[src/rtl/core/assert_macros.svh]
// Assertion macros used by sorted_region_map to check its own logic.
`ifndef ASSERT_MACROS_SVH
`define ASSERT_MACROS_SVH

// Same-cycle implication, disabled while reset is asserted.
`define SRM_ASSERT_IMPL(lbl, clk, rst_n, ante, cons, msg) \
  lbl: assert property (@(posedge clk) disable iff (!rst_n) (ante) |-> (cons)) \
    else $error(msg);

// Next-cycle implication, disabled while reset is asserted.
`define SRM_ASSERT_NEXT(lbl, clk, rst_n, ante, cons, msg) \
  lbl: assert property (@(posedge clk) disable iff (!rst_n) (ante) |=> (cons)) \
    else $error(msg);

`endif

[src/rtl/core/srm_pkg.sv]
// Types, codes and controller/datapath interface structs for the region map.
`timescale 1ns / 1ps
`default_nettype none

package srm_pkg;

  // Input item
  typedef struct packed {
    logic [2:0]  action;
    logic [63:0] start_addr;
    logic [63:0] end_addr;
    logic [63:0] low_bound;
    logic [63:0] high_bound;
    logic [63:0] span_length;
    logic [7:0]  access_bits;
    logic [15:0] region_flags_in;
    logic [63:0] file_offset;
  } req_t;

  // Result item
  typedef struct packed {
    logic        ok;
    logic [2:0]  status;
    logic [63:0] found_addr;
  } rsp_t;

  // One table entry
  typedef struct packed {
    logic [63:0] start;
    logic [63:0] last;
    logic [7:0]  access;
    logic [15:0] flags;
    logic [63:0] offset;
  } rec_t;

  // Actions
  localparam logic [2:0] ACT_INSERT = 3'd0;
  localparam logic [2:0] ACT_REMOVE = 3'd1;
  localparam logic [2:0] ACT_FWD    = 3'd2;
  localparam logic [2:0] ACT_BWD    = 3'd3;
  localparam logic [2:0] ACT_FIXED  = 3'd4;
  localparam logic [2:0] ACT_CLEAR  = 3'd5;

  // Status codes
  localparam logic [2:0] ST_OK      = 3'd0;
  localparam logic [2:0] ST_INVALID = 3'd1;
  localparam logic [2:0] ST_OVERLAP = 3'd2;
  localparam logic [2:0] ST_FULL    = 3'd3;
  localparam logic [2:0] ST_NOSPACE = 3'd4;

  // Datapath micro-operations
  localparam logic [4:0] U_NOP      = 5'd0;
  localparam logic [4:0] U_LOAD     = 5'd1;
  localparam logic [4:0] U_CLEAR    = 5'd2;
  localparam logic [4:0] U_SCAN_INI = 5'd3;
  localparam logic [4:0] U_FX_INI   = 5'd4;
  localparam logic [4:0] U_FW_INI   = 5'd5;
  localparam logic [4:0] U_BW_INI   = 5'd6;
  localparam logic [4:0] U_FIT      = 5'd7;
  localparam logic [4:0] U_IDX_INC  = 5'd8;
  localparam logic [4:0] U_HOLD     = 5'd9;
  localparam logic [4:0] U_FW_ADV   = 5'd10;
  localparam logic [4:0] U_BP_HIT   = 5'd11;
  localparam logic [4:0] U_P_DEC    = 5'd12;
  localparam logic [4:0] U_BL_ADV   = 5'd13;
  localparam logic [4:0] U_OPEN_INS = 5'd14;
  localparam logic [4:0] U_OPEN_SPL = 5'd15;
  localparam logic [4:0] U_OPEN_WR  = 5'd16;
  localparam logic [4:0] U_WR_NEW   = 5'd17;
  localparam logic [4:0] U_WR_HEAD  = 5'd18;
  localparam logic [4:0] U_WR_TAIL  = 5'd19;
  localparam logic [4:0] U_WR_SPHI  = 5'd20;
  localparam logic [4:0] U_WR_SPLO  = 5'd21;
  localparam logic [4:0] U_CLOSE_IN = 5'd22;
  localparam logic [4:0] U_CLOSE_WR = 5'd23;
  localparam logic [4:0] U_CNT_DEC  = 5'd24;
  localparam logic [4:0] U_PUBLISH  = 5'd25;

  // Read address selects
  localparam logic [1:0] RS_IDX = 2'd0;
  localparam logic [1:0] RS_P   = 2'd1;
  localparam logic [1:0] RS_KM1 = 2'd2;
  localparam logic [1:0] RS_KP1 = 2'd3;

  // Controller to datapath
  typedef struct packed {
    logic [4:0] uop;
    logic       rd_en;
    logic [1:0] rd_sel;
    logic [2:0] code;
  } cmd_t;

  // Datapath to controller
  typedef struct packed {
    logic [2:0] act;
    logic       rng_ok;
    logic       args_bad;
    logic       a_unal;
    logic       fwd_ovf;
    logic       bwd_nofit;
    logic       idx_lt_cnt;
    logic       full;
    logic       p_zero;
    logic       k_gt_lim;
    logic       kp1_lt_cnt;
    logic       fit;
    logic       rd_last_lt_probe;
    logic       rd_start_gt_stop;
    logic       rd_last_all1;
    logic       rd_bw_fail;
    logic       hd_start_le_end;
    logic       hd_start_gt_s;
    logic       hd_eq_start;
    logic       hd_cut_last;
    logic       slot_free;
  } sts_t;

endpackage

`default_nettype wire

[src/rtl/core/srm_ctrl.sv]
// Controller: sequences table scans, shifts and searches for one item at a time.
`timescale 1ns / 1ps
`default_nettype none

module srm_ctrl (
  input  wire logic     clk_i,
  input  wire logic     rst_ni,
  input  wire logic     in_valid_i,
  output logic          in_ready_o,
  input  srm_pkg::sts_t sts_i,
  output srm_pkg::cmd_t cmd_o
);
  import srm_pkg::*;

  localparam logic [4:0] S_IDLE     = 5'd0;
  localparam logic [4:0] S_DECODE   = 5'd1;
  localparam logic [4:0] S_FIT      = 5'd2;
  localparam logic [4:0] S_FITCHK   = 5'd3;
  localparam logic [4:0] S_FX_RD    = 5'd4;
  localparam logic [4:0] S_FX_EX    = 5'd5;
  localparam logic [4:0] S_FW_RD    = 5'd6;
  localparam logic [4:0] S_FW_EX    = 5'd7;
  localparam logic [4:0] S_BP_RD    = 5'd8;
  localparam logic [4:0] S_BP_EX    = 5'd9;
  localparam logic [4:0] S_BL_RD    = 5'd10;
  localparam logic [4:0] S_BL_EX    = 5'd11;
  localparam logic [4:0] S_SC_RD    = 5'd12;
  localparam logic [4:0] S_SC_EX    = 5'd13;
  localparam logic [4:0] S_POST     = 5'd14;
  localparam logic [4:0] S_OPEN_RD  = 5'd15;
  localparam logic [4:0] S_OPEN_WR  = 5'd16;
  localparam logic [4:0] S_SP_LO    = 5'd17;
  localparam logic [4:0] S_CLOSE_RD = 5'd18;
  localparam logic [4:0] S_CLOSE_WR = 5'd19;
  localparam logic [4:0] S_DONE     = 5'd20;

  logic [4:0] state_q, state_d;
  logic [2:0] code_q, code_d;
  logic       loop_q, loop_d;

  always_ff @(posedge clk_i or negedge rst_ni) begin
    if (!rst_ni) begin
      state_q <= S_IDLE;
      code_q  <= ST_OK;
      loop_q  <= 1'b0;
    end else begin
      state_q <= state_d;
      code_q  <= code_d;
      loop_q  <= loop_d;
    end
  end

  assign in_ready_o = (state_q == S_IDLE);

  // Next state and command
  always_comb begin
    state_d = state_q;
    code_d  = code_q;
    loop_d  = loop_q;
    cmd_o   = '{uop: U_NOP, rd_en: 1'b0, rd_sel: RS_IDX, code: ST_OK};
    case (state_q)
      S_IDLE: begin
        if (in_valid_i) begin
          cmd_o.uop = U_LOAD;
          state_d   = S_DECODE;
        end
      end
      S_DECODE: begin
        state_d = S_DONE;
        case (sts_i.act)
          ACT_INSERT, ACT_REMOVE: begin
            if (!sts_i.rng_ok) code_d = ST_INVALID;
            else begin
              cmd_o.uop = U_SCAN_INI;
              state_d   = S_SC_RD;
            end
          end
          ACT_FIXED: begin
            if (sts_i.args_bad || sts_i.a_unal) code_d = ST_INVALID;
            else begin
              cmd_o.uop = U_FX_INI;
              state_d   = S_FIT;
            end
          end
          ACT_FWD: begin
            if (sts_i.args_bad)     code_d = ST_INVALID;
            else if (sts_i.fwd_ovf) code_d = ST_NOSPACE;
            else begin
              cmd_o.uop = U_FW_INI;
              state_d   = S_FIT;
            end
          end
          ACT_BWD: begin
            if (sts_i.args_bad)       code_d = ST_INVALID;
            else if (sts_i.bwd_nofit) code_d = ST_NOSPACE;
            else begin
              cmd_o.uop = U_BW_INI;
              loop_d    = 1'b0;
              state_d   = S_FIT;
            end
          end
          ACT_CLEAR: begin
            cmd_o.uop = U_CLEAR;
            code_d    = ST_OK;
          end
          default: code_d = ST_INVALID;
        endcase
      end
      S_FIT: begin
        cmd_o.uop = U_FIT;
        state_d   = S_FITCHK;
      end
      S_FITCHK: begin
        if (!sts_i.fit) begin
          code_d  = ST_NOSPACE;
          state_d = S_DONE;
        end else begin
          case (sts_i.act)
            ACT_FIXED: state_d = S_FX_RD;
            ACT_FWD:   state_d = S_FW_RD;
            ACT_BWD: begin
              loop_d  = 1'b1;
              state_d = loop_q ? S_BL_RD : S_BP_RD;
            end
            default: begin
              code_d  = ST_INVALID;
              state_d = S_DONE;
            end
          endcase
        end
      end
      // Fixed address: any region reaching into the span is a clash
      S_FX_RD: begin
        if (!sts_i.idx_lt_cnt) begin
          code_d  = ST_OK;
          state_d = S_DONE;
        end else begin
          cmd_o.rd_en = 1'b1;
          state_d     = S_FX_EX;
        end
      end
      S_FX_EX: begin
        if (sts_i.rd_start_gt_stop) begin
          code_d  = ST_OK;
          state_d = S_DONE;
        end else if (!sts_i.rd_last_lt_probe) begin
          code_d  = ST_OVERLAP;
          state_d = S_DONE;
        end else begin
          cmd_o.uop = U_IDX_INC;
          state_d   = S_FX_RD;
        end
      end
      // Forward: hop past each blocking region
      S_FW_RD: begin
        if (!sts_i.idx_lt_cnt) begin
          code_d  = ST_OK;
          state_d = S_DONE;
        end else begin
          cmd_o.rd_en = 1'b1;
          state_d     = S_FW_EX;
        end
      end
      S_FW_EX: begin
        if (sts_i.rd_last_lt_probe) begin
          cmd_o.uop = U_IDX_INC;
          state_d   = S_FW_RD;
        end else if (sts_i.rd_start_gt_stop) begin
          code_d  = ST_OK;
          state_d = S_DONE;
        end else if (sts_i.rd_last_all1) begin
          code_d  = ST_NOSPACE;
          state_d = S_DONE;
        end else begin
          cmd_o.uop = U_FW_ADV;
          state_d   = S_FIT;
        end
      end
      // Backward: find last region starting at or below the span end
      S_BP_RD: begin
        if (!sts_i.idx_lt_cnt) state_d = S_BL_RD;
        else begin
          cmd_o.rd_en = 1'b1;
          state_d     = S_BP_EX;
        end
      end
      S_BP_EX: begin
        if (!sts_i.rd_start_gt_stop) begin
          cmd_o.uop = U_BP_HIT;
          state_d   = S_BP_RD;
        end else state_d = S_BL_RD;
      end
      // Backward: step below each blocking region
      S_BL_RD: begin
        if (sts_i.p_zero) begin
          code_d  = ST_OK;
          state_d = S_DONE;
        end else begin
          cmd_o.rd_en  = 1'b1;
          cmd_o.rd_sel = RS_P;
          state_d      = S_BL_EX;
        end
      end
      S_BL_EX: begin
        if (sts_i.rd_start_gt_stop) begin
          cmd_o.uop = U_P_DEC;
          state_d   = S_BL_RD;
        end else if (sts_i.rd_last_lt_probe) begin
          code_d  = ST_OK;
          state_d = S_DONE;
        end else if (sts_i.rd_bw_fail) begin
          code_d  = ST_NOSPACE;
          state_d = S_DONE;
        end else begin
          cmd_o.uop = U_BL_ADV;
          state_d   = S_FIT;
        end
      end
      // Insert/remove: first region ending at or after the start
      S_SC_RD: begin
        if (!sts_i.idx_lt_cnt) state_d = S_POST;
        else begin
          cmd_o.rd_en = 1'b1;
          state_d     = S_SC_EX;
        end
      end
      S_SC_EX: begin
        if (sts_i.rd_last_lt_probe) begin
          cmd_o.uop = U_IDX_INC;
          state_d   = S_SC_RD;
        end else begin
          cmd_o.uop = U_HOLD;
          state_d   = S_POST;
        end
      end
      S_POST: begin
        state_d = S_DONE;
        code_d  = ST_OK;
        if (sts_i.act == ACT_INSERT) begin
          if (sts_i.idx_lt_cnt && sts_i.hd_start_le_end) code_d = ST_OVERLAP;
          else if (sts_i.full) code_d = ST_FULL;
          else begin
            cmd_o.uop = U_OPEN_INS;
            state_d   = S_OPEN_RD;
          end
        end else begin
          if (!sts_i.idx_lt_cnt || sts_i.hd_start_gt_s) code_d = ST_OK;
          else if (sts_i.hd_eq_start && sts_i.hd_cut_last) begin
            cmd_o.uop = U_CLOSE_IN;
            state_d   = S_CLOSE_RD;
          end else if (sts_i.hd_eq_start) cmd_o.uop = U_WR_HEAD;
          else if (sts_i.hd_cut_last)     cmd_o.uop = U_WR_TAIL;
          else if (sts_i.full)            code_d = ST_FULL;
          else begin
            cmd_o.uop = U_OPEN_SPL;
            state_d   = S_OPEN_RD;
          end
        end
      end
      // Open a slot by moving entries up one place
      S_OPEN_RD: begin
        if (sts_i.k_gt_lim) begin
          cmd_o.rd_en  = 1'b1;
          cmd_o.rd_sel = RS_KM1;
          state_d      = S_OPEN_WR;
        end else if (sts_i.act == ACT_INSERT) begin
          cmd_o.uop = U_WR_NEW;
          code_d    = ST_OK;
          state_d   = S_DONE;
        end else begin
          cmd_o.uop = U_WR_SPHI;
          state_d   = S_SP_LO;
        end
      end
      S_OPEN_WR: begin
        cmd_o.uop = U_OPEN_WR;
        state_d   = S_OPEN_RD;
      end
      S_SP_LO: begin
        cmd_o.uop = U_WR_SPLO;
        code_d    = ST_OK;
        state_d   = S_DONE;
      end
      // Close a slot by moving entries down one place
      S_CLOSE_RD: begin
        if (sts_i.kp1_lt_cnt) begin
          cmd_o.rd_en  = 1'b1;
          cmd_o.rd_sel = RS_KP1;
          state_d      = S_CLOSE_WR;
        end else begin
          cmd_o.uop = U_CNT_DEC;
          code_d    = ST_OK;
          state_d   = S_DONE;
        end
      end
      S_CLOSE_WR: begin
        cmd_o.uop = U_CLOSE_WR;
        state_d   = S_CLOSE_RD;
      end
      S_DONE: begin
        if (sts_i.slot_free) begin
          cmd_o.uop  = U_PUBLISH;
          cmd_o.code = code_q;
          state_d    = S_IDLE;
        end
      end
      default: state_d = S_IDLE;
    endcase
  end

endmodule

`default_nettype wire
[config.mk]
export PLATFORM = sky130hd
export DESIGN_NAME = srm_ctrl
export DESIGN_NICKNAME = d
export VERILOG_FILES = /design/src/rtl/core/assert_macros.svh /design/src/rtl/core/srm_pkg.sv /design/src/rtl/core/srm_ctrl.sv
export SDC_FILE = /design/constraint.sdc
export NUM_CORES = 1
export LEC_CHECK = 0
export ABC_CLOCK_PERIOD_IN_PS = 3000
export BUFFER_PORTS_ARGS = -buffer_cell sky130_fd_sc_hd__buf_2
export CORE_MARGIN = 4
export CORE_UTILIZATION = 55
export DETAILED_ROUTE_END_ITERATION = 10
export PLACE_DENSITY_LB_ADDON = 0.05
export SYNTH_ARGS = -nofsm -noshare
export SYNTH_HDL_FRONTEND = slang
export SYNTH_SLANG_ARGS = --single-unit
export TNS_END_PERCENT = 10
[constraint.sdc]
create_clock -name clk_i -period 3 [get_ports clk_i]
set_input_delay 0.15 -clock clk_i [delete_from_list [all_inputs] [get_ports clk_i]]
set_output_delay 0.15 -clock clk_i [all_outputs]
set_load 0.01 [all_outputs]
==> impl_metrics.toml <==
[yosys]
post_synth_num_cell_types = 60
synth_edf_count = 0
ys_dominant_reg_cell = "sky130_fd_sc_hd__dfrtp_1"
ys_ff_latch = 9
synthMostInstantiatedCell = "sky130_fd_sc_hd__nand2_1"
synth.largest_area_cell = "sky130_fd_sc_hd__dfrtp_1"
synth_cells = 228
yosys.area.top_type_share_pct = 14.5
synthesis.nets = 254
netlist_top_cells_count = "25 x sky130_fd_sc_hd__nand2_1, 20 x sky130_fd_sc_hd__nor2_1, 16 x sky130_fd_sc_hd__o21ai_0"
netlist_top_cells_area = "sky130_fd_sc_hd__dfrtp_1 15%, sky130_fd_sc_hd__nand2_1 6.0%, sky130_fd_sc_hd__o21ai_0 5.2%, sky130_fd_sc_hd__nor2_1 4.8%, sky130_fd_sc_hd__a21oi_1 4.5%"
yosysSeqAreaShare_pct = 14.5
syn-cell-area_mm2 = 0.00155
yosysWarnings = 0
async_reset_ff_share_pct = 100
syn_area_per_cell_um2 = 6.80

[drt]
vias = 1934
wl_per_cell_um = 16.9
postRouteAntennaNets = 0
postRouteWirelength_mm = 4.81
drt_pass1_iterations = 6
drc_errors = 0
first_iter_violations = 152
post_drt_via_cell_ratio = 6.81

[global_routing]
grt_max_degree = 20
globalRoute.totalOverflow = 0
grt_pass1_vias = 1609
wire_length_of_the_first_global_routing_pass_mm = 7.59
track_usage_pct = 26.8
antenna_found_initial = 0

[worst_setup_path]
crit_required_ps = 2850
worst_setup_path_end_kind = "output pin"
slowest_delay_ps = 690
cp.arrival_ps = 2470
worstSetupPathType = "reg -> out"
cp_slowest_cell = "sky130_fd_sc_hd__dfrtp_1"
cp_max_fo = 19
crit_path_start_kind = "register"
list_of_cells_traversed_by_the_critical_path = "inv_1 > nor3_1 > nand3_1 > o32a_1 > o211ai_1 > buf_2"

[clock_network]
cts_root_buffer = "sky130_fd_sc_hd__clkbuf_4"
cts.clk_slew.worst_paths_ps = 60
cts_inserted_buffers = 3
cts-root-to-sink-buffers = 2
htree_levels = 1
tritoncts = "built"
clkSinkCount = 9
insertion_delay_ps = 260

[sta]
rsz_0062_raised_after_global_routing = "no"
timing.max_slew.rel_slack_pct = 54.6
layout_min_cycle_time_ps = 2620
finalClockSkew_ps = 5.54
max_freq_mhz = 381
finalSetupTns_ps = 0
slew_violations = 0
timing_worst_slew_pin_value_ps = 679
setup_viol_count_final = 0
report.final.hold_viol_count = 0
final_cycle_utilization_of_the_critical_path_pct = 87.4

[placement]
detailedPlacementHpwl_mm = 3.78
gpl.final_weighted_congestion = 1.04
numPortBuffers = 37

[floorplan]
num_io_pins = 38
rows = 18
die_height_um = 61.1
floorplan.die_area_mm2 = 0.00373
initial_core_util_pct = 59.9
floorplan.core_area_mm2 = 0.00259
die-width_um = 61.1

[pwr]
power.density_cell_area_mw_per_mm2 = 727
worst_ir_drop_vdd_v = 0.000619
clock_power_share_pct = 7.3
leakagePower_uw = 0.000721
switchingPower_uw = 669
switching_share_pct = 53.2
internal_uw = 588
seq_power_share_pct = 23.6
comb_power_share_pct = 69.1
p_total_uw = 1260

[finish]
multiInputGateArea_mm2 = 0.00117
post_route_cells_drive_above_1_share_pct = 20.9
synthToLayoutAreaGrowth_pct = 11.5
final-seq-area_um2 = 225
nFillCells = 239
nNetsFinal = 281
insertedDiodeCount = 0

[job]
max_cap_violations = 0

[run_status]
status = "completed"

[hold_path]
hold_class = "in -> reg"
power by group through the flow:
stage,combinational (µW),clock [µW],sequential (µW)
2_1_floorplan,748,0,192
4_1_cts,849,96.4,290
3_3_place_gp,854,0,290
5_1_grt,941,101,306
6_report,868,91.8,297
3_5_place_dp,845,0,291
registers in the layout, summed over array words and instances (netlist names):
register / count
state_q: 5
code_q: 3
loop_q: 1
critical path: cells and delay by family, from the launching register on:
kind,cells,cell delay (ps)
and+or+nand+nor,2,690
buffers and inverters,2,370
DFF,1,690
AOI/OAI and AO/OA,2,450
timing repair:
item,4_1_cts,5_1_grt
buffers inserted,0,0
gates resized for setup,0,0
endpoints found under the hold margin,9,0
hold buffers,1,0
per-layer routing:
metal / track usage, % / vias to the layer above / part of all wire [%]
met3: 5.66 / 16 / 13
met1: 37.3 / 872 / 41
li1: - / 910 / -
met4: 8.67 / 0 / 1.8
met2: 41.2 / 136 / 45
met5: 0 / - / 0
cell families (layout without fill, tap and decap cells):
family / count (synthesis) / after routing / synth area share [%]
flops: 9 / 9 / 14.5
buf+inv: 32 / 58 / 10.1
mux: 6 / 6 / 4.19
compound gates: 71 / 71 / 32.1
xor+xnor: 1 / 1 / 0.565
simple gates: 109 / 109 / 38.5
metrics by stage:
stage                     hold slack [ps]  worst slack, ps  util (%)  area [µm²]  std cells
final                                 253              378      66.8        1730        284
after detailed placement             5.18              708      65.4        1690        279
after CTS                             243              402      66.8        1730        284
after global routing                  286              150      66.8        1730        284
after floorplan                      -146             1060         -        1550        228
after global placement               5.29              720      65.4        1690        279
final cells by class:
cell class	count	share of cell area (%)
clock buffers	4	1.52
multi-input cells	187	67.7
well taps	30	2.17
inverters	12	2.60
repair buffers	42	13.0
flip-flops and latches	9	13.0
path summary, 6_finish.rpt:
kind | slack (ps) | start | cells after the start | to
max | 380 | state_q[2]$_DFFE_PN0P_ | 6 | cmd_o[6]
min | 250 | sts_i[15] | 5 | loop_q$_DFFE_PN0P_
max reg2reg | 700 | state_q[4]$_DFFE_PN0P_ | 5 | code_q[1]$_DFFE_PN0P_
min reg2reg | 480 | code_q[2]$_DFFE_PN0P_ | 1 | code_q[2]$_DFFE_PN0P_
max in group asynchronous | 2560 | rst_ni | 2 | loop_q$_DFFE_PN0P_
min in group asynchronous | 260 | rst_ni | 2 | state_q[1]$_DFFE_PN0P_
cell usage in the layout, fill, tap and decap left out, types with 3 or more instances in the layout:
cell type                   Yosys  layout
sky130_fd_sc_hd__buf_2          5      37
sky130_fd_sc_hd__nand2_1       25      25
sky130_fd_sc_hd__nor2_1        20      20
sky130_fd_sc_hd__o21ai_0       16      16
sky130_fd_sc_hd__a21oi_1       14      14
sky130_fd_sc_hd__inv_1         12      12
sky130_fd_sc_hd__nor3_1        10      10
sky130_fd_sc_hd__dfrtp_1        9       9
sky130_fd_sc_hd__nand3_1        8       8
sky130_fd_sc_hd__nand4_1        7       7
sky130_fd_sc_hd__nor2b_1        7       7
sky130_fd_sc_hd__nor3b_1        4       4
sky130_fd_sc_hd__o2111ai_1      4       4
sky130_fd_sc_hd__o22ai_1        4       4
sky130_fd_sc_hd__buf_4          2       4
sky130_fd_sc_hd__and2_1         3       3
sky130_fd_sc_hd__nand2b_1       3       3
sky130_fd_sc_hd__or4_1          3       3
sky130_fd_sc_hd__or3_1          3       3
sky130_fd_sc_hd__o211ai_1       3       3
sky130_fd_sc_hd__o21ai_1        3       3
sky130_fd_sc_hd__mux2_1         3       3
sky130_fd_sc_hd__clkbuf_4       0       3
No activity file was read; power rests on OpenSTA's default activity.
